**src/rtl/core/nrp_pkg.sv**
```systemverilog
`timescale 1ns / 1ps
// ----------------------------------------------------------------------------
// nrp_pkg
// Shared types and controller codes for the NRPN / RPN control change parser.
// ----------------------------------------------------------------------------
package nrp_pkg;

    localparam int unsigned IDX_W  = 3;   // parser_index width
    localparam int unsigned CC_W   = 7;   // controller number / value width
    localparam int unsigned CHAN_W = 4;   // MIDI channel width
    localparam int unsigned MAX_ADDR_CTX = 1 << IDX_W;

    // Controller numbers
    localparam logic [CC_W-1:0] CC_DATA_MSB  = 7'd6;
    localparam logic [CC_W-1:0] CC_DATA_LSB  = 7'd38;
    localparam logic [CC_W-1:0] CC_INCREMENT = 7'd96;
    localparam logic [CC_W-1:0] CC_DECREMENT = 7'd97;
    localparam logic [CC_W-1:0] CC_NRPN_LO   = 7'd98;
    localparam logic [CC_W-1:0] CC_NRPN_HI   = 7'd99;
    localparam logic [CC_W-1:0] CC_RPN_LO    = 7'd100;
    localparam logic [CC_W-1:0] CC_RPN_HI    = 7'd101;

    typedef enum logic [2:0] {
        PH_IDLE      = 3'd0,
        PH_PARAM_MSB = 3'd1,
        PH_PARAM_LSB = 3'd2,
        PH_DATA_MSB  = 3'd3,
        PH_COMPLETE  = 3'd4
    } t_phase;

    // One assembly context
    typedef struct packed {
        t_phase            phase;
        logic              is_reg;
        logic [CC_W-1:0]   param_hi;
        logic [CC_W-1:0]   param_lo;
        logic [CC_W-1:0]   data_hi;
        logic [CC_W-1:0]   data_lo;
        logic [CHAN_W-1:0] chan;
        logic              valid;
    } t_ctx;

    // Incoming control change
    typedef struct packed {
        logic [IDX_W-1:0]  idx;
        logic [CC_W-1:0]   ctrl;
        logic [CC_W-1:0]   value;
        logic [CHAN_W-1:0] chan;
    } t_item;

    // One result
    typedef struct packed {
        logic                complete;
        logic                is_reg;
        logic [2*CC_W-1:0]   param_num;
        logic [2*CC_W-1:0]   data_val;
        logic [CHAN_W-1:0]   chan;
        t_phase              state;
        logic                valid;
    } t_result;

endpackage

```
**src/rtl/core/midi_nrpn_rpn_parser_core.sv**
```systemverilog
`timescale 1ns / 1ps
// ----------------------------------------------------------------------------
// midi_nrpn_rpn_parser_core
// MIDI NRPN / RPN assembler over independent per-parser contexts.
// ----------------------------------------------------------------------------
// Each input transfer is one MIDI control change, steered by parser_index to
// one of NUM_CONTEXTS assembly contexts (indexes at or above NUM_CONTEXTS,
// or above 7, yield an all-zero result and touch nothing). Parameter MSB
// (99 NRPN / 101 RPN) opens a message; the matching LSB, data entry MSB/LSB
// and increment/decrement follow on the same channel. Every input transfer
// produces exactly one output transfer carrying the completion flag, the
// context state after the step and, while the stored message is valid, its
// type, 14-bit parameter, 14-bit data and channel. Throughput is one transfer
// per clock while the output stream does not stall; each transfer passes the
// input register, then the context read-modify-write that loads the output
// register. Reset clears all contexts at once.
// ----------------------------------------------------------------------------
module midi_nrpn_rpn_parser_core #(
    parameter int unsigned NUM_CONTEXTS = 8
) (
    input  logic        i_clk,
    input  logic        i_rst_n,
    // input stream
    input  logic        i_s_tvalid,
    output logic        o_s_tready,
    input  logic [23:0] i_s_tdata,   // controller_number[6:0], controller_value[13:7],
                                     // midi_channel[17:14], zero fill
    input  logic [2:0]  i_s_tuser,   // parser_index[2:0]
    // output stream
    output logic        o_m_tvalid,
    input  logic        i_m_tready,
    output logic [39:0] o_m_tdata,   // parameter_number[13:0], data_value[27:14],
                                     // message_channel[31:28], parser_state[34:32],
                                     // zero fill
    output logic [2:0]  o_m_tuser    // complete[0], is_registered[1], msg_valid[2]
);
    import nrp_pkg::*;

    // only eight contexts are addressable by a 3-bit index
    localparam int unsigned DEPTH =
        (NUM_CONTEXTS < MAX_ADDR_CTX) ? NUM_CONTEXTS : MAX_ADDR_CTX;

    // input register stage
    logic    r_in_valid;
    t_item   r_item;

    // output register stage
    logic    r_out_valid;
    t_result r_res;

    logic    move;
    logic    hit;
    t_ctx    cur_ctx;
    t_ctx    nxt_ctx;
    t_result step_res;

    // advance input stage into output stage; context is written in the same edge
    assign move       = r_in_valid && (!r_out_valid || i_m_tready);
    assign o_s_tready = !r_in_valid || move;

    always_ff @(posedge i_clk) begin
        if (!i_rst_n) begin
            r_in_valid <= 1'b0;
        end else if (o_s_tready) begin
            r_in_valid <= i_s_tvalid;
        end
    end

    always_ff @(posedge i_clk) begin
        if (i_s_tvalid && o_s_tready) begin
            r_item.idx   <= i_s_tuser;
            r_item.ctrl  <= i_s_tdata[6:0];
            r_item.value <= i_s_tdata[13:7];
            r_item.chan  <= i_s_tdata[17:14];
        end
    end

    nrp_ctx_file #(
        .DEPTH (DEPTH)
    ) u_ctx (
        .i_clk    (i_clk),
        .i_rst_n  (i_rst_n),
        .i_idx    (r_item.idx),
        .i_wr_en  (move),
        .i_wr_ctx (nxt_ctx),
        .o_rd_ctx (cur_ctx),
        .o_hit    (hit)
    );

    nrp_step u_step (
        .i_item (r_item),
        .i_cur  (cur_ctx),
        .i_hit  (hit),
        .o_nxt  (nxt_ctx),
        .o_res  (step_res)
    );

    always_ff @(posedge i_clk) begin
        if (!i_rst_n) begin
            r_out_valid <= 1'b0;
        end else if (move) begin
            r_out_valid <= 1'b1;
        end else if (i_m_tready) begin
            r_out_valid <= 1'b0;
        end
    end

    always_ff @(posedge i_clk) begin
        if (move) begin
            r_res <= step_res;
        end
    end

    assign o_m_tvalid = r_out_valid;
    assign o_m_tdata  = {5'd0, r_res.state, r_res.chan, r_res.data_val, r_res.param_num};
    assign o_m_tuser  = {r_res.valid, r_res.is_reg, r_res.complete};

endmodule

```
**src/rtl/core/nrp_ctx_file.sv**
```systemverilog
`timescale 1ns / 1ps
// ----------------------------------------------------------------------------
// nrp_ctx_file
// Register file of parser contexts: one read port, one write port, reset clear.
// ----------------------------------------------------------------------------
module nrp_ctx_file #(
    parameter int unsigned DEPTH = 8
) (
    input  logic                      i_clk,
    input  logic                      i_rst_n,
    input  logic [nrp_pkg::IDX_W-1:0] i_idx,
    input  logic                      i_wr_en,
    input  nrp_pkg::t_ctx             i_wr_ctx,
    output nrp_pkg::t_ctx             o_rd_ctx,
    output logic                      o_hit
);
    import nrp_pkg::*;

    t_ctx r_ctx [DEPTH];

    // index compare per entry; out-of-range index hits nothing
    always_comb begin
        o_rd_ctx = '0;
        o_hit    = 1'b0;
        for (int k = 0; k < DEPTH; k++) begin
            if (i_idx == IDX_W'(k)) begin
                o_rd_ctx = r_ctx[k];
                o_hit    = 1'b1;
            end
        end
    end

    always_ff @(posedge i_clk) begin
        for (int k = 0; k < DEPTH; k++) begin
            if (!i_rst_n) begin
                r_ctx[k] <= '0;
            end else if (i_wr_en && (i_idx == IDX_W'(k))) begin
                r_ctx[k] <= i_wr_ctx;
            end
        end
    end

endmodule

```
**src/rtl/core/nrp_step.sv**
```systemverilog
`timescale 1ns / 1ps
// ----------------------------------------------------------------------------
// nrp_step
// Next-context and result logic for one control change.
// ----------------------------------------------------------------------------
module nrp_step (
    input  nrp_pkg::t_item   i_item,
    input  nrp_pkg::t_ctx    i_cur,
    input  logic             i_hit,
    output nrp_pkg::t_ctx    o_nxt,
    output nrp_pkg::t_result o_res
);
    import nrp_pkg::*;

    logic done;
    logic chan_ok;

    assign chan_ok = (i_cur.chan == i_item.chan);

    always_comb begin
        o_nxt = i_cur;
        done  = 1'b0;
        if ((i_item.ctrl == CC_NRPN_HI) || (i_item.ctrl == CC_RPN_HI)) begin
            o_nxt.is_reg   = (i_item.ctrl == CC_RPN_HI);
            o_nxt.param_hi = i_item.value;
            o_nxt.phase    = PH_PARAM_MSB;
            o_nxt.chan     = i_item.chan;
            o_nxt.valid    = 1'b0;
        end else if ((i_item.ctrl == CC_NRPN_LO) || (i_item.ctrl == CC_RPN_LO)) begin
            if ((i_cur.phase == PH_PARAM_MSB) && chan_ok &&
                (i_cur.is_reg == (i_item.ctrl == CC_RPN_LO))) begin
                o_nxt.param_lo = i_item.value;
                o_nxt.phase    = PH_PARAM_LSB;
            end
        end else if (i_item.ctrl == CC_DATA_MSB) begin
            if ((i_cur.phase == PH_PARAM_LSB) && chan_ok) begin
                o_nxt.data_hi = i_item.value;
                o_nxt.phase   = PH_DATA_MSB;
            end
        end else if (i_item.ctrl == CC_DATA_LSB) begin
            if (((i_cur.phase == PH_PARAM_LSB) || (i_cur.phase == PH_DATA_MSB)) &&
                chan_ok) begin
                o_nxt.data_lo = i_item.value;
                o_nxt.phase   = PH_COMPLETE;
                o_nxt.valid   = 1'b1;
                done          = 1'b1;
            end
        end else if ((i_item.ctrl == CC_INCREMENT) || (i_item.ctrl == CC_DECREMENT)) begin
            // completes with the data last stored
            if ((i_cur.phase == PH_PARAM_LSB) && chan_ok) begin
                o_nxt.phase = PH_COMPLETE;
                o_nxt.valid = 1'b1;
                done        = 1'b1;
            end
        end
    end

    always_comb begin
        o_res = '0;
        if (i_hit) begin
            o_res.complete = done;
            o_res.state    = o_nxt.phase;
            o_res.valid    = o_nxt.valid;
            if (o_nxt.valid) begin
                o_res.is_reg    = o_nxt.is_reg;
                o_res.param_num = {o_nxt.param_hi, o_nxt.param_lo};
                o_res.data_val  = {o_nxt.data_hi, o_nxt.data_lo};
                o_res.chan      = o_nxt.chan;
            end
        end
    end

endmodule

```
**config.mk**
```make
export PLATFORM = sky130hd
export DESIGN_NAME = midi_nrpn_rpn_parser_core
export DESIGN_NICKNAME = d
export VERILOG_FILES = /design/src/rtl/core/nrp_pkg.sv /design/src/rtl/core/midi_nrpn_rpn_parser_core.sv /design/src/rtl/core/nrp_ctx_file.sv /design/src/rtl/core/nrp_step.sv
export SDC_FILE = /design/constraint.sdc
export NUM_CORES = 1
export LEC_CHECK = 0
export BUFFER_PORTS_ARGS = -buffer_cell sky130_fd_sc_hd__buf_2
export CAP_MARGIN = 15
export CORE_ASPECT_RATIO = 0.8
export CORE_MARGIN = 2
export CORE_UTILIZATION = 45
export CTS_CLUSTER_DIAMETER = 60
export DETAILED_ROUTE_END_ITERATION = 8
export PLACE_DENSITY = 0.64
export SLEW_MARGIN = 20
export SYNTH_ARGS = -nofsm -noshare
export SYNTH_HDL_FRONTEND = slang
export SYNTH_SLANG_ARGS = --single-unit
```
**constraint.sdc**
```tcl
create_clock -name i_clk -period 8.82 [get_ports i_clk]
set_input_delay 1.323 -clock i_clk [delete_from_list [all_inputs] [get_ports i_clk]]
set_output_delay 1.323 -clock i_clk [all_outputs]
set_load 0.05 [all_outputs]
```
# [Word level (Yosys, flattened, before mapping)]
# Memory sizes are Yosys's and may differ from the RTL's.
# Index checks and enable logic that the tools add are counted.
[op_classes] eq_ne=20 n_mux=82 n_bitwise=9 reduce_logical=26
[ops] cell="37-bit two-way mux" count=16
[ops] cell="7-bit two-way mux" count=7
[ops] cell="1-bit two-way mux" count=46
[ops] cell="7-bit == test (second input constant)" count=6
[ops] cell="3-bit two-way mux" count=9
[ops] cell="21-bit two-way mux" count=1
[ops] cell="1-bit logical AND" count=14
[ops] cell="14-bit two-way mux" count=1
[ops] cell="3-bit by 2-bit == test with 1-bit output (second input constant)" count=4
[ops] cell="3-bit == test (second input constant)" count=4
[ops] cell="8-bit two-way mux" count=1
[ops] cell="1-bit OR" count=8
[ops] cell="7-bit by 3-bit == test with 1-bit output (second input constant)" count=1
[ops] cell="7-bit by 6-bit == test with 1-bit output (second input constant)" count=1
[ops] cell="3-bit by 1-bit == test with 1-bit output (second input constant)" count=2
[ops] cell="1-bit logical OR" count=6
[ops] cell="4-bit == test" count=1
[ops] cell="4-bit two-way mux" count=1
[ops] cell="4-bit OR reduction" count=1
[ops] cell="3-bit logical NOT" count=1
[ops] cell="1-bit logical NOT" count=2
[ops] cell="2-bit AND reduction" count=1
[ops] cell="2-bit nonzero test" count=1
[ops] cell="1-bit == test" count=1
[ops] cell="1-bit NOT" count=1
[totals] register_bits=61 ram_bits=296 in_bits=31 output_inout_bits=45 wordCells=151 mem_count=1
[mem_list] name="u_ctx.r_ctx" words=8 width=37 rd=8 rd_clocked_by_memory_dff=0 wr=8 line_no="nrp_ctx_file.sv:19" rtl="t_ctx r_ctx [DEPTH];"

# [Longest topological paths before layout]
# Gate-level depths: netlist (run 1).
[logic_depth] word_depth=18 ltp_mapped=13

# [By module]
# From an unflattened synthesis (run 1), not the netlist that was laid out.
[unflattened] hier_cells=1202 hier_area_um2=16852.4
[by_module_without_submodules] module="nrp_ctx_file" instances=1 cells_per_inst=942 area_each_um2=13561.8 seq_area_each_um2=8888.5
[by_module_without_submodules] module="midi_nrpn_rpn_parser_core" instances=1 cells_per_inst=74 area_each_um2=1916.8 seq_area_each_um2=1811.7
[by_module_without_submodules] module="nrp_step" instances=1 cells_per_inst=186 area_each_um2=1373.8 seq_area_each_um2=0.0

# [Worst setup path after synthesis (run 1)]
# Ideal clock, no wire load.
[synth_timing] kind="input to register" from="input port i_m_tready" to="memory u_ctx.r_ctx[0][100] (netlist name) (enable)" arrival_time_ns=5.263 required_ns=8.337 path_slack_ns=3.074 path_stages=5 path_cell_list="nor2b_1 -> nand2b_1 -> inv_1 -> nand2_1 -> o21ai_0"
[synth_rtl] element="from (decl)" line_no="midi_nrpn_rpn_parser_core.sv:31" rtl="input logic i_m_tready,"
[synth_rtl] element="to (decl)" line_no="nrp_ctx_file.sv:19"

# [Final worst setup path (run 1)]
[layout_timing] from="register r_item[19] (netlist name)" to="register r_res, in the netlist o_m_tdata[18], data pin"
[layout_between] elab_chain_cells=18 elab_cells_between_ends=43 classes_between="10 x eq/ne; 28 x mux; 5 x reduce/logical"
[layout_rtl] element="from (decl)" line_no="midi_nrpn_rpn_parser_core.sv:45" rtl="t_item r_item;"
[layout_rtl] element="3-bit logical NOT" line_no="nrp_ctx_file.sv:26" rtl="if (i_idx == IDX_W'(k)) begin"
[layout_rtl] element="37-bit two-way mux (8 in a row)" line_no="nrp_ctx_file.sv:26"
[layout_rtl] element="4-bit == test (tied with other cells)" line_no="nrp_step.sv:18" rtl="assign chan_ok = (i_cur.chan == i_item.chan);"
[layout_rtl] element="1-bit logical AND / 1-bit logical OR (equally long branches)" line_no="nrp_step.sv:50, nrp_step.sv:41"
[layout_rtl] element="1-bit two-way mux / 1-bit logical AND (equally long branches)" line_no="nrp_step.sv:50, nrp_step.sv:41"
[layout_rtl] element="1-bit two-way mux, on equally long branches" line_no="nrp_step.sv:48, nrp_step.sv:41"
[layout_rtl] element="1-bit two-way mux" line_no="nrp_step.sv:40" rtl="end else if (i_item.ctrl == CC_DATA_LSB) begin"
[layout_rtl] element="1-bit two-way mux" line_no="nrp_step.sv:35" rtl="end else if (i_item.ctrl == CC_DATA_MSB) begin"
[layout_rtl] element="1-bit two-way mux" line_no="nrp_step.sv:29" rtl="end else if ((i_item.ctrl == CC_NRPN_LO) || (i_item.ctrl == CC_RPN_LO)) begin"
[layout_rtl] element="1-bit two-way mux" line_no="nrp_step.sv:23" rtl="if ((i_item.ctrl == CC_NRPN_HI) || (i_item.ctrl == CC_RPN_HI)) begin"
[layout_rtl] element="2-bit AND reduction (no line)"
[layout_rtl] element="to (signal assigned)" line_no="midi_nrpn_rpn_parser_core.sv:110" rtl="r_res <= step_res;"
[layout_rtl] element="to (decl)" line_no="midi_nrpn_rpn_parser_core.sv:49" rtl="t_result r_res;"
# Parallel ways exist; a longest one is shown, timed or not.
# A chain may end at the register's enable or synchronous reset.

==> results of run 1 <==
-- per-stage QoR --
| stage | instances | worst slack, ns | power [mW] | cell area, um^2 |
|---|---|---|---|---|
| 6_report | 1757 | 4.11 | 3.84 | 17700 |
| 2_1_floorplan | 1211 | 3.07 | 2.26 | 15700 |
| 3_5_place_dp | 1690 | 4.16 | 2.37 | 16500 |
| 3_3_place_gp | 1690 | 4.26 | 2.36 | 16500 |
| 4_1_cts | 1757 | 4.18 | 3.86 | 17600 |
| 5_1_grt | 1757 | 3.95 | 3.96 | 17700 |
-- cell families after synthesis --
family,Yosys count,share of synthesized area
buffers and inverters,93,0.0279
xor gates and xnor gates,2,0.00112
DFF,357,0.684
other,1,0.000240
AOI/OAI and AO/OA,159,0.0668
muxes,111,0.0918
and+or+nand+nor,484,0.128
-- final timing paths --
check                           startpoint            end  slack (ns)  depth (start not counted)
worst max-delay path            r_item[19]  o_m_tdata[18]        4.11                         10
worst min-delay path            r_in_valid     o_m_tvalid        0.54                          1
worst min register to register  r_in_valid     o_m_tvalid        0.54                          1
worst max register to register  r_item[19]  o_m_tdata[18]        4.11                         10
-- area by class of cell --
class,count,share of cell area
clock buffers,51,0.0595
clock inverters,16,0.00553
flip-flops and latches,357,0.606
multi-input cells,761,0.264
inverters,11,0.00234
repair buffers,89,0.0295
well taps,472,0.0334
-- cells in the final DEF, fill, tap and decap left out, types with 6 or more instances in the layout --
master | netlist | routed
a211oi_1 | 6 | 6
a21oi_1 | 52 | 52
a221oi_1 | 16 | 16
buf_2 | 22 | 64
buf_4 | 12 | 24
clkbuf_1 | 43 | 9
clkbuf_16 | 0 | 39
clkinv_1 | 0 | 9
edfxtp_1 | 355 | 355
inv_1 | 7 | 6
mux2_2 | 26 | 26
mux2i_1 | 45 | 45
mux2i_2 | 20 | 20
mux4_2 | 16 | 16
nand2_1 | 38 | 38
nand3_2 | 1 | 8
nor2_1 | 380 | 379
nor2_2 | 8 | 9
nor2b_1 | 10 | 10
nor3_1 | 6 | 6
o21ai_0 | 24 | 16
o21ai_4 | 0 | 8
o221ai_1 | 14 | 14
o22ai_1 | 20 | 20
-- power breakdown --
group	internal, mW	total, mW	leakage [nW]	switching, mW
sequential	1.94	1.97	3.66	0.0274
combinational	0.0978	0.360	2.12	0.262
clock	0.862	1.51	0.565	0.651
total	2.90	3.84	6.34	0.940
-- synthesized netlist by cell type (all sizes together) (10+ instances only) --
library cell  instances
a21oi                52
a221oi               17
buf                  39
clkbuf               43
edfxtp              355
inv                  11
mux2                 29
mux2i                66
mux4                 16
nand2                39
nand3                11
nor2                388
nor2b                10
o21ai                26
o221ai               14
o22ai                20
-- layer usage --
metal / share of wire / wire, um
met1: 0.43 / 17400
met2: 0.46 / 18700
met3: 0.080 / 3230
met4: 0.026 / 1050
met5: 0 / 0
-- state kept, by name, indices dropped and copies added, names as in the netlist --
signal       flops
o_m_tdata       35
o_m_tuser        3
o_m_tvalid       1
r_in_valid       1
r_item          21
u_ctx.r_ctx    296
==> flow_metrics.env, run 1 <==
export IMPL_coreArea_um2=34500
export IMPL_area_growth_pct=12.9
export IMPL_crit_family="simple AND/OR/NAND/NOR gates"
export IMPL_setup_viol=0
export IMPL_min_period_over_period=0.534
export IMPL_use_met2=0.366
export IMPL_arrival_ns=4.94
export IMPL_dp_final_hpwl_mm=22.8
export IMPL_grt_util_all_layers=0.227
export IMPL_syn_instance_count=1207
export IMPL_cts_root_buf="clkbuf_16"
export IMPL_grt_overflow=0
export IMPL_slew_headroom=0.240
export IMPL_cp_num_buf_inv=2
export IMPL_end_kind="flip-flop"
export IMPL_fin_nets=1288
export IMPL_clk_latency_ns=0.54
export IMPL_cp_data_required_time_ns=9.05
export IMPL_ir_drop_v=0.000137
export IMPL_grtUsageMet3=0.0334
export IMPL_fin_util=0.512
export IMPL_fill_cells=2980
export IMPL_diodes=0
export IMPL_status="finished clean"
export IMPL_rows=61
export IMPL_tightest_slew_ns=1.14
export IMPL_cts_setup_buffers=0
export IMPL_synth_edf_count=355
export IMPL_netlist_area_um2=15600
export IMPL_hold_viol=0
export IMPL_antenna_found_initial=0
export IMPL_globalplace_congestion=0.772
export IMPL_cp_start_kind="flip-flop"
export IMPL_grt_pass1_vias=9806
export IMPL_drt_iter0_drc=1176
export IMPL_synthArstFlopShare=0
export IMPL_use_met1=0.321
export IMPL_multi_input_area_um2=4660
export IMPL_synth_top_flop_cell="edfxtp_1"
export IMPL_yosys_warnings=0
export IMPL_avgSynthCellArea_um2=13.0
export IMPL_ys_seq_elements=357
export IMPL_worstSetupPathType="flip-flop to flip-flop"
export IMPL_hold_ws_ns=0.540
export IMPL_cts_hold_buffers_added=0
export IMPL_crit_path_max_fanout=49
export IMPL_finClkSkew_ns=0.0200
export IMPL_cap_violations=0
export IMPL_min_path_type="flip-flop to flip-flop"
export IMPL_cts_buffers=37
export IMPL_fmax_mhz=212
export IMPL_post_cts_resized=0
export IMPL_avgRoutedWirePerCell_um=23.0
export IMPL_vias_per_cell=5.66
export IMPL_grt_first_pass_wirelength_mm=60.6
export IMPL_cellLeakagePower_nw=6.34
export IMPL_synth_largest_area_cell="edfxtp_1"
export IMPL_rsz0062_at_grt="false"
export IMPL_busiest_layer="met2"
export IMPL_totalWireLength_mm=40.4
export IMPL_ios=76
export IMPL_dieArea_um2=36300
export IMPL_slowest_delay_ns=0.74
export IMPL_slew_violations=0
export IMPL_crit_path_top_delay_cell="and3_1"
export IMPL_synth_area_top_cells="edfxtp_1, nor2_1, mux2i_1"
export IMPL_synth_top_cell_area_share=0.682
export IMPL_cts_path_max_buffers=3
export IMPL_layout_min_cycle_time_ns=4.71
export IMPL_port_buffers=64
export IMPL_finalSetupTns_ns=0
export IMPL_die_width_um=212
export IMPL_routed_via_count=9940
export IMPL_p_per_area_nw_per_um2=218
export IMPL_h_tree_depth=2
export IMPL_ys_seq_area_frac=0.684
export IMPL_drive_gt1_frac=0.189
export IMPL_synth_distinct_cells=63
export IMPL_dr_pass1_iters=5
export IMPL_crit_top_cell="buf_4"
export IMPL_ant_nets=0
export IMPL_die_h_um=171
export IMPL_path_cells="buf_4, buf_4, nand2_2, a21o_1, a21oi_1, o21ai_1, nor3b_2, and3_1, mux2i_1, nor2_1"
export IMPL_start_util=0.453
export IMPL_cts_sinks=357
export IMPL_cts_tree="built"
export IMPL_drc=0
export IMPL_regArea_um2=10700
export IMPL_grt_max_degree=125
export IMPL_clk_pin_slew_ns=0.06
No activity file was read; power rests on OpenSTA's default activity.
==> run 2, diff against run 1 <==
Settings changed: ABC_AREA set to 1, PLACE_DENSITY 0.64 to 0.66.
Clock period 8.82 ns to 4.1 ns, I/O delays scaled along.
==> flow_metrics.env, run 2 <==
export IMPL_drt_iter0_drc=1541
export IMPL_antenna_found_initial=1
export IMPL_cp_num_buf_inv=4
export IMPL_hold_ws_ns=0.260
export IMPL_ys_seq_elements=357
export IMPL_min_path_type="primary input to flip-flop"
export IMPL_fmax_mhz=259
export IMPL_setup_viol=0
export IMPL_clk_pin_slew_ns=0.06
export IMPL_fin_util=0.522
export IMPL_cts_tree="built"
export IMPL_tightest_slew_ns=0.862
export IMPL_crit_path_top_delay_cell="edfxtp_1"
export IMPL_cts_sinks=357
export IMPL_regMostFlops="u_ctx.r_ctx"
export IMPL_path_cells="nor2_4, nand2_1, inv_2, nand2_1, nand3_1, nor2_1, nand4_1, nor2_2, inv_1, nor2_2, nand4_2, buf_4, nand2_1, o21ai_2, inv_2, nor2_1"
export IMPL_synth_area_top_cells="edfxtp_1, nand2_1, nor2_1"
export IMPL_finalSetupTns_ns=0
export IMPL_port_buffers=64
export IMPL_slew_headroom=0.425
export IMPL_cp_data_required_time_ns=4.35
export IMPL_synth_largest_area_cell="edfxtp_1"
export IMPL_dr_pass1_iters=5
export IMPL_synth_top_cell_area_share=0.687
export IMPL_post_cts_resized=0
export IMPL_netlist_area_um2=15500
export IMPL_ir_drop_v=0.000297
export IMPL_clk_latency_ns=0.53
export IMPL_regArea_um2=10700
export IMPL_synthTopCellsByCount="edfxtp_1, nand2_1, nor2_1, inv_1, a21oi_1"
export IMPL_worstSetupPathType="flip-flop to flip-flop"
export IMPL_fin_nets=1546
export IMPL_coreArea_um2=33800
export IMPL_drive_gt1_frac=0.145
export IMPL_synth_top_flop_cell="edfxtp_1"
export IMPL_routed_via_count=11000
export IMPL_grt_overflow=0
export IMPL_p_per_area_nw_per_um2=459
export IMPL_ant_nets=0
export IMPL_crit_family="simple AND/OR/NAND/NOR gates"
export IMPL_layout_min_cycle_time_ns=3.86
export IMPL_cts_path_max_buffers=3
export IMPL_grt_pass1_vias=10300
export IMPL_globalplace_congestion=0.847
export IMPL_cts_buffers=38
export IMPL_final_cell_mix="edfxtp_1, nand2_1, nor2_1"
export IMPL_fill_cells=2893
export IMPL_rsz0062_at_grt="false"
export IMPL_start_util=0.460
export IMPL_status="finished clean"
export IMPL_die_width_um=212
export IMPL_cts_root_buf="clkbuf_16"
export IMPL_crit_path_max_fanout=19
export IMPL_ys_seq_area_frac=0.689
export IMPL_arrival_ns=4.11
export IMPL_area_growth_pct=13.7
export IMPL_multi_input_area_um2=4090
export IMPL_cellLeakagePower_nw=6.99
export IMPL_dieArea_um2=36000
export IMPL_cap_violations=0
export IMPL_hold_viol=0
export IMPL_avgSynthCellArea_um2=10.9
export IMPL_cts_setup_buffers=0
export IMPL_finClkSkew_ns=0.0235
export IMPL_slowest_delay_ns=0.64
export IMPL_grt_max_degree=39
export IMPL_avgRoutedWirePerCell_um=20.7
export IMPL_yosys_warnings=0
export IMPL_syn_instance_count=1429
export IMPL_ios=76
export IMPL_synth_edf_count=355
export IMPL_synth_distinct_cells=44
export IMPL_power_total_mw=8.10
export IMPL_synthArstFlopShare=0
export IMPL_grt_first_pass_wirelength_mm=61.9
export IMPL_h_tree_depth=2
export IMPL_drc=0
export IMPL_dp_final_hpwl_mm=25.6
export IMPL_slew_violations=0
export IMPL_totalWireLength_mm=40.9
export IMPL_vias_per_cell=5.55
export IMPL_final_common_cell="edfxtp_1"
export IMPL_largest_reg_flops=296
export IMPL_end_kind="flip-flop"
export IMPL_cts_hold_buffers_added=0
export IMPL_cp_start_kind="flip-flop"
export IMPL_grt_util_all_layers=0.230
export IMPL_min_period_over_period=0.942
export IMPL_die_h_um=170
export IMPL_yosysMostFrequentCell="edfxtp_1"
export IMPL_diodes=0
export IMPL_crit_top_cell="nand2_1"
export IMPL_rows=60
-- run 2: cell types whose count changed after synthesis, moves of 16 or more --
| cell | delta |
|---|---|
| nand4_1 | +42 |
| mux2i_1 | -45 |
| o22ai_1 | -19 |
| inv_2 | +20 |
| mux2_2 | -26 |
| nand3_1 | +33 |
| mux2i_2 | -20 |
| nand2_1 | +262 |
| mux4_2 | -16 |
| nor2_1 | -102 |
| inv_1 | +97 |
| o21ai_0 | +17 |
-- run 2: where the power goes --
group          leakage [nW]  internal [mW]  switching, mW
clock network         0.536           1.75           1.35
registers              3.65           4.18         0.0548
logic                  2.80          0.164          0.601
-- run 2: logic make-up after synthesis --
| logic type | after synthesis | synth area share |
|---|---|---|
| other | 1 | 0.000242 |
| buffers and inverters | 207 | 0.0543 |
| AOI/OAI and AO/OA | 153 | 0.0627 |
| DFF | 357 | 0.689 |
| and+or+nand+nor | 711 | 0.193 |
-- run 2: routing by layer --
layer | wire length, um | track usage
met3 | 4390 | 0.0417
met1 | 17800 | 0.342
met2 | 17600 | 0.345
met5 | 14 | 0
met4 | 1050 | 0.0710
-- run 2: final timing paths --
path	start	end	slack, ns	cells past startpoint
hold / removal	i_s_tdata[2]	r_item[13]	0.26	1
setup / recovery	r_item[19]	u_ctx.r_ctx[0][12]	0.24	16
setup reg to reg	r_item[19]	u_ctx.r_ctx[0][12]	0.24	16
hold reg to reg	o_m_tvalid	o_m_tvalid	0.51	2
-- run 2: layout make-up --
class,count,share of cell area
Clock buffer,51,0.0579
Clock inverter,16,0.00454
Inverter,136,0.0289
Multi-Input combinational cell,869,0.232
Sequential cell,357,0.606
Tap cell,434,0.0308
Timing Repair Buffer,113,0.0397
-- run 2: worst reg2reg max path: cells and delay by family (launching register included) --
| kind | cells | cell delay [ns] |
|---|---|---|
| buf+inv | 4 | 0.78 |
| compound gates | 1 | 0.07 |
| flops | 1 | 0.64 |
| simple gates | 11 | 2.11 |
-- run 2: per-stage QoR --
step | area [um^2] | instances | setup slack (ns)
5_1_grt | 17600 | 1976 | 0.0530
3_5_place_dp | 16500 | 1909 | 0.355
4_1_cts | 17600 | 1976 | 0.337
2_1_floorplan | 15500 | 1433 | -0.114
3_3_place_gp | 16500 | 1909 | 0.394
6_report | 17600 | 1976 | 0.237
==> run 3, diff against run 2 <==
Settings changed: SETUP_SLACK_MARGIN set to 0.4.
==> flow_metrics.env, run 3 (same netlist as run 2, synthesis figures left out) <==
export IMPL_status="finished clean"
export IMPL_hold_viol=0
export IMPL_grt_max_degree=39
export IMPL_rsz0062_at_grt="false"
export IMPL_slowest_delay_ns=0.45
export IMPL_min_period_over_period=0.854
export IMPL_dp_final_hpwl_mm=25.6
export IMPL_routed_via_count=11000
export IMPL_net_switching_power_mw=2.02
export IMPL_ios=76
export IMPL_final_cell_mix="edfxtp_1, nand2_1, nor2_1"
export IMPL_die_h_um=170
export IMPL_vias_per_cell=5.58
export IMPL_slew_violations=0
export IMPL_cellLeakagePower_nw=7.00
export IMPL_fin_util=0.524
export IMPL_drive_gt1_frac=0.146
export IMPL_h_tree_depth=2
export IMPL_cp_data_required_time_ns=4.47
export IMPL_pwr_share_clk=0.383
export IMPL_cts_path_max_buffers=3
export IMPL_setup_viol=0
export IMPL_grt_pass1_vias=10300
export IMPL_p_per_area_nw_per_um2=459
export IMPL_grt_first_pass_wirelength_mm=61.9
export IMPL_fin_nets=1549
export IMPL_layout_min_cycle_time_ns=3.50
export IMPL_cts_sinks=357
export IMPL_dieArea_um2=36000
export IMPL_rows=60
export IMPL_port_buffers=64
export IMPL_cts_buffers=38
export IMPL_intPower_mw=6.10
export IMPL_globalplace_congestion=0.847
export IMPL_clk_latency_ns=0.53
export IMPL_end_kind="flip-flop"
export IMPL_path_cells="buf_4, inv_2, nor3_4, buf_4, nand2_1, nand3_1, nor2_1, nand4_1, nor2_2, inv_1, nor2_4, nand4_1, nand3_2, buf_4, nand3_1, inv_1"
export IMPL_switching_share=0.249
export IMPL_multi_input_area_um2=4110
export IMPL_p_seq_frac=0.521
export IMPL_drt_iter0_drc=1469
export IMPL_die_width_um=212
export IMPL_crit_path_top_delay_cell="edfxtp_1"
export IMPL_worstSetupPathType="flip-flop to flip-flop"
export IMPL_finClkSkew_ns=0.0232
export IMPL_dp_slack_ns=0.355
export IMPL_area_growth_pct=13.9
export IMPL_arrival_ns=3.87
export IMPL_grt_overflow=0
export IMPL_fill_cells=2892
export IMPL_cap_violations=0
export IMPL_crit_top_cell="buf_4"
export IMPL_cp_start_kind="flip-flop"
export IMPL_grt_util_all_layers=0.230
export IMPL_avgRoutedWirePerCell_um=20.7
export IMPL_regArea_um2=10700
export IMPL_clk_pin_slew_ns=0.06
export IMPL_ant_nets=0
export IMPL_start_util=0.460
export IMPL_dr_pass1_iters=6
export IMPL_fin_ws_ns=0.599
export IMPL_fmax_mhz=286
export IMPL_totalWireLength_mm=41.0
export IMPL_final_common_cell="edfxtp_1"
export IMPL_antenna_found_initial=1
export IMPL_ir_drop_v=0.000299
export IMPL_cts_root_buf="clkbuf_16"
export IMPL_min_path_type="primary input to flip-flop"
export IMPL_crit_path_max_fanout=27
export IMPL_tightest_slew_ns=0.863
export IMPL_comb_power_share=0.095
export IMPL_regMostFlops="u_ctx.r_ctx"
export IMPL_slew_headroom=0.424
export IMPL_cts_tree="built"
export IMPL_diodes=0
export IMPL_largest_reg_flops=296
export IMPL_drc=0
export IMPL_coreArea_um2=33800
## run 3: cell types whose count changed in the layout (fill, tap and decap cells not counted)
cell and change:
nand4_2 -1, nor2_4 +1, nand4_4 +1, inv_4 +2, nor2_2 -1, inv_2 -2
buf_4 +3
## run 3: power by group through the flow
| stage | Sequential, mW | Combinational [mW] | Clock (mW) |
|---|---|---|---|
| after CTS | 4.23 | 0.758 | 3.14 |
| after floorplan | 4.38 | 0.415 | 0 |
| after global placement | 4.31 | 0.745 | 0 |
| final | 4.23 | 0.773 | 3.11 |
| after detailed placement | 4.31 | 0.753 | 0 |
| after global routing | 4.25 | 0.831 | 3.27 |
## run 3: what timing repair did
action                     CTS  global route
resized for setup            1             5
buffers inserted             0             3
setup endpoints to repair   24            91
hold buffers                 0             0
## run 3: critical path, delay by kind of cell (launching register included)
kind | cells | cell delay, ns
flip-flops | 1 | 0.45
buffers and inverters | 6 | 1.18
AND/OR/NAND/NOR | 10 | 1.71
## run 3: final timing paths
kind / from / endpoint / slack, ns / cells after the start
max: r_item[18] / o_m_tdata[1] / 0.60 / 16
min: i_s_tdata[2] / r_item[13] / 0.26 / 1
max reg2reg: r_item[18] / o_m_tdata[1] / 0.60 / 16
min reg2reg: o_m_tvalid / o_m_tvalid / 0.51 / 2
## run 3: cell type report
class,count,share of cell area
Inverter,136,0.0291
Multi-Input combinational cell,869,0.232
Tap cell,434,0.0307
Clock buffer,51,0.0577
Clock inverter,16,0.00453
Sequential cell,357,0.605
Timing Repair Buffer,116,0.0409
## run 3: per-layer routing
metal  vias up  global-route usage  routed length [um]
li1       5050                   -                   -
met1      5336               0.341               17700
met2       570               0.346               17700
met3        84              0.0417                4610
met4         2              0.0710                1020
met5         -                   0                  13
## run 3: through the flow
stage	cells	power, mW	TNS, ns	hold WS [ns]	area, um^2
6_report	1979	8.12	0	0.262	17700
5_1_grt	1979	8.35	0	0.258	17700
4_1_cts	1976	8.13	0	0.254	17700
3_5_place_dp	1909	5.06	0	0.512	16500
3_3_place_gp	1909	5.05	0	0.488	16500
2_1_floorplan	1433	4.79	-16.87	0.616	15500
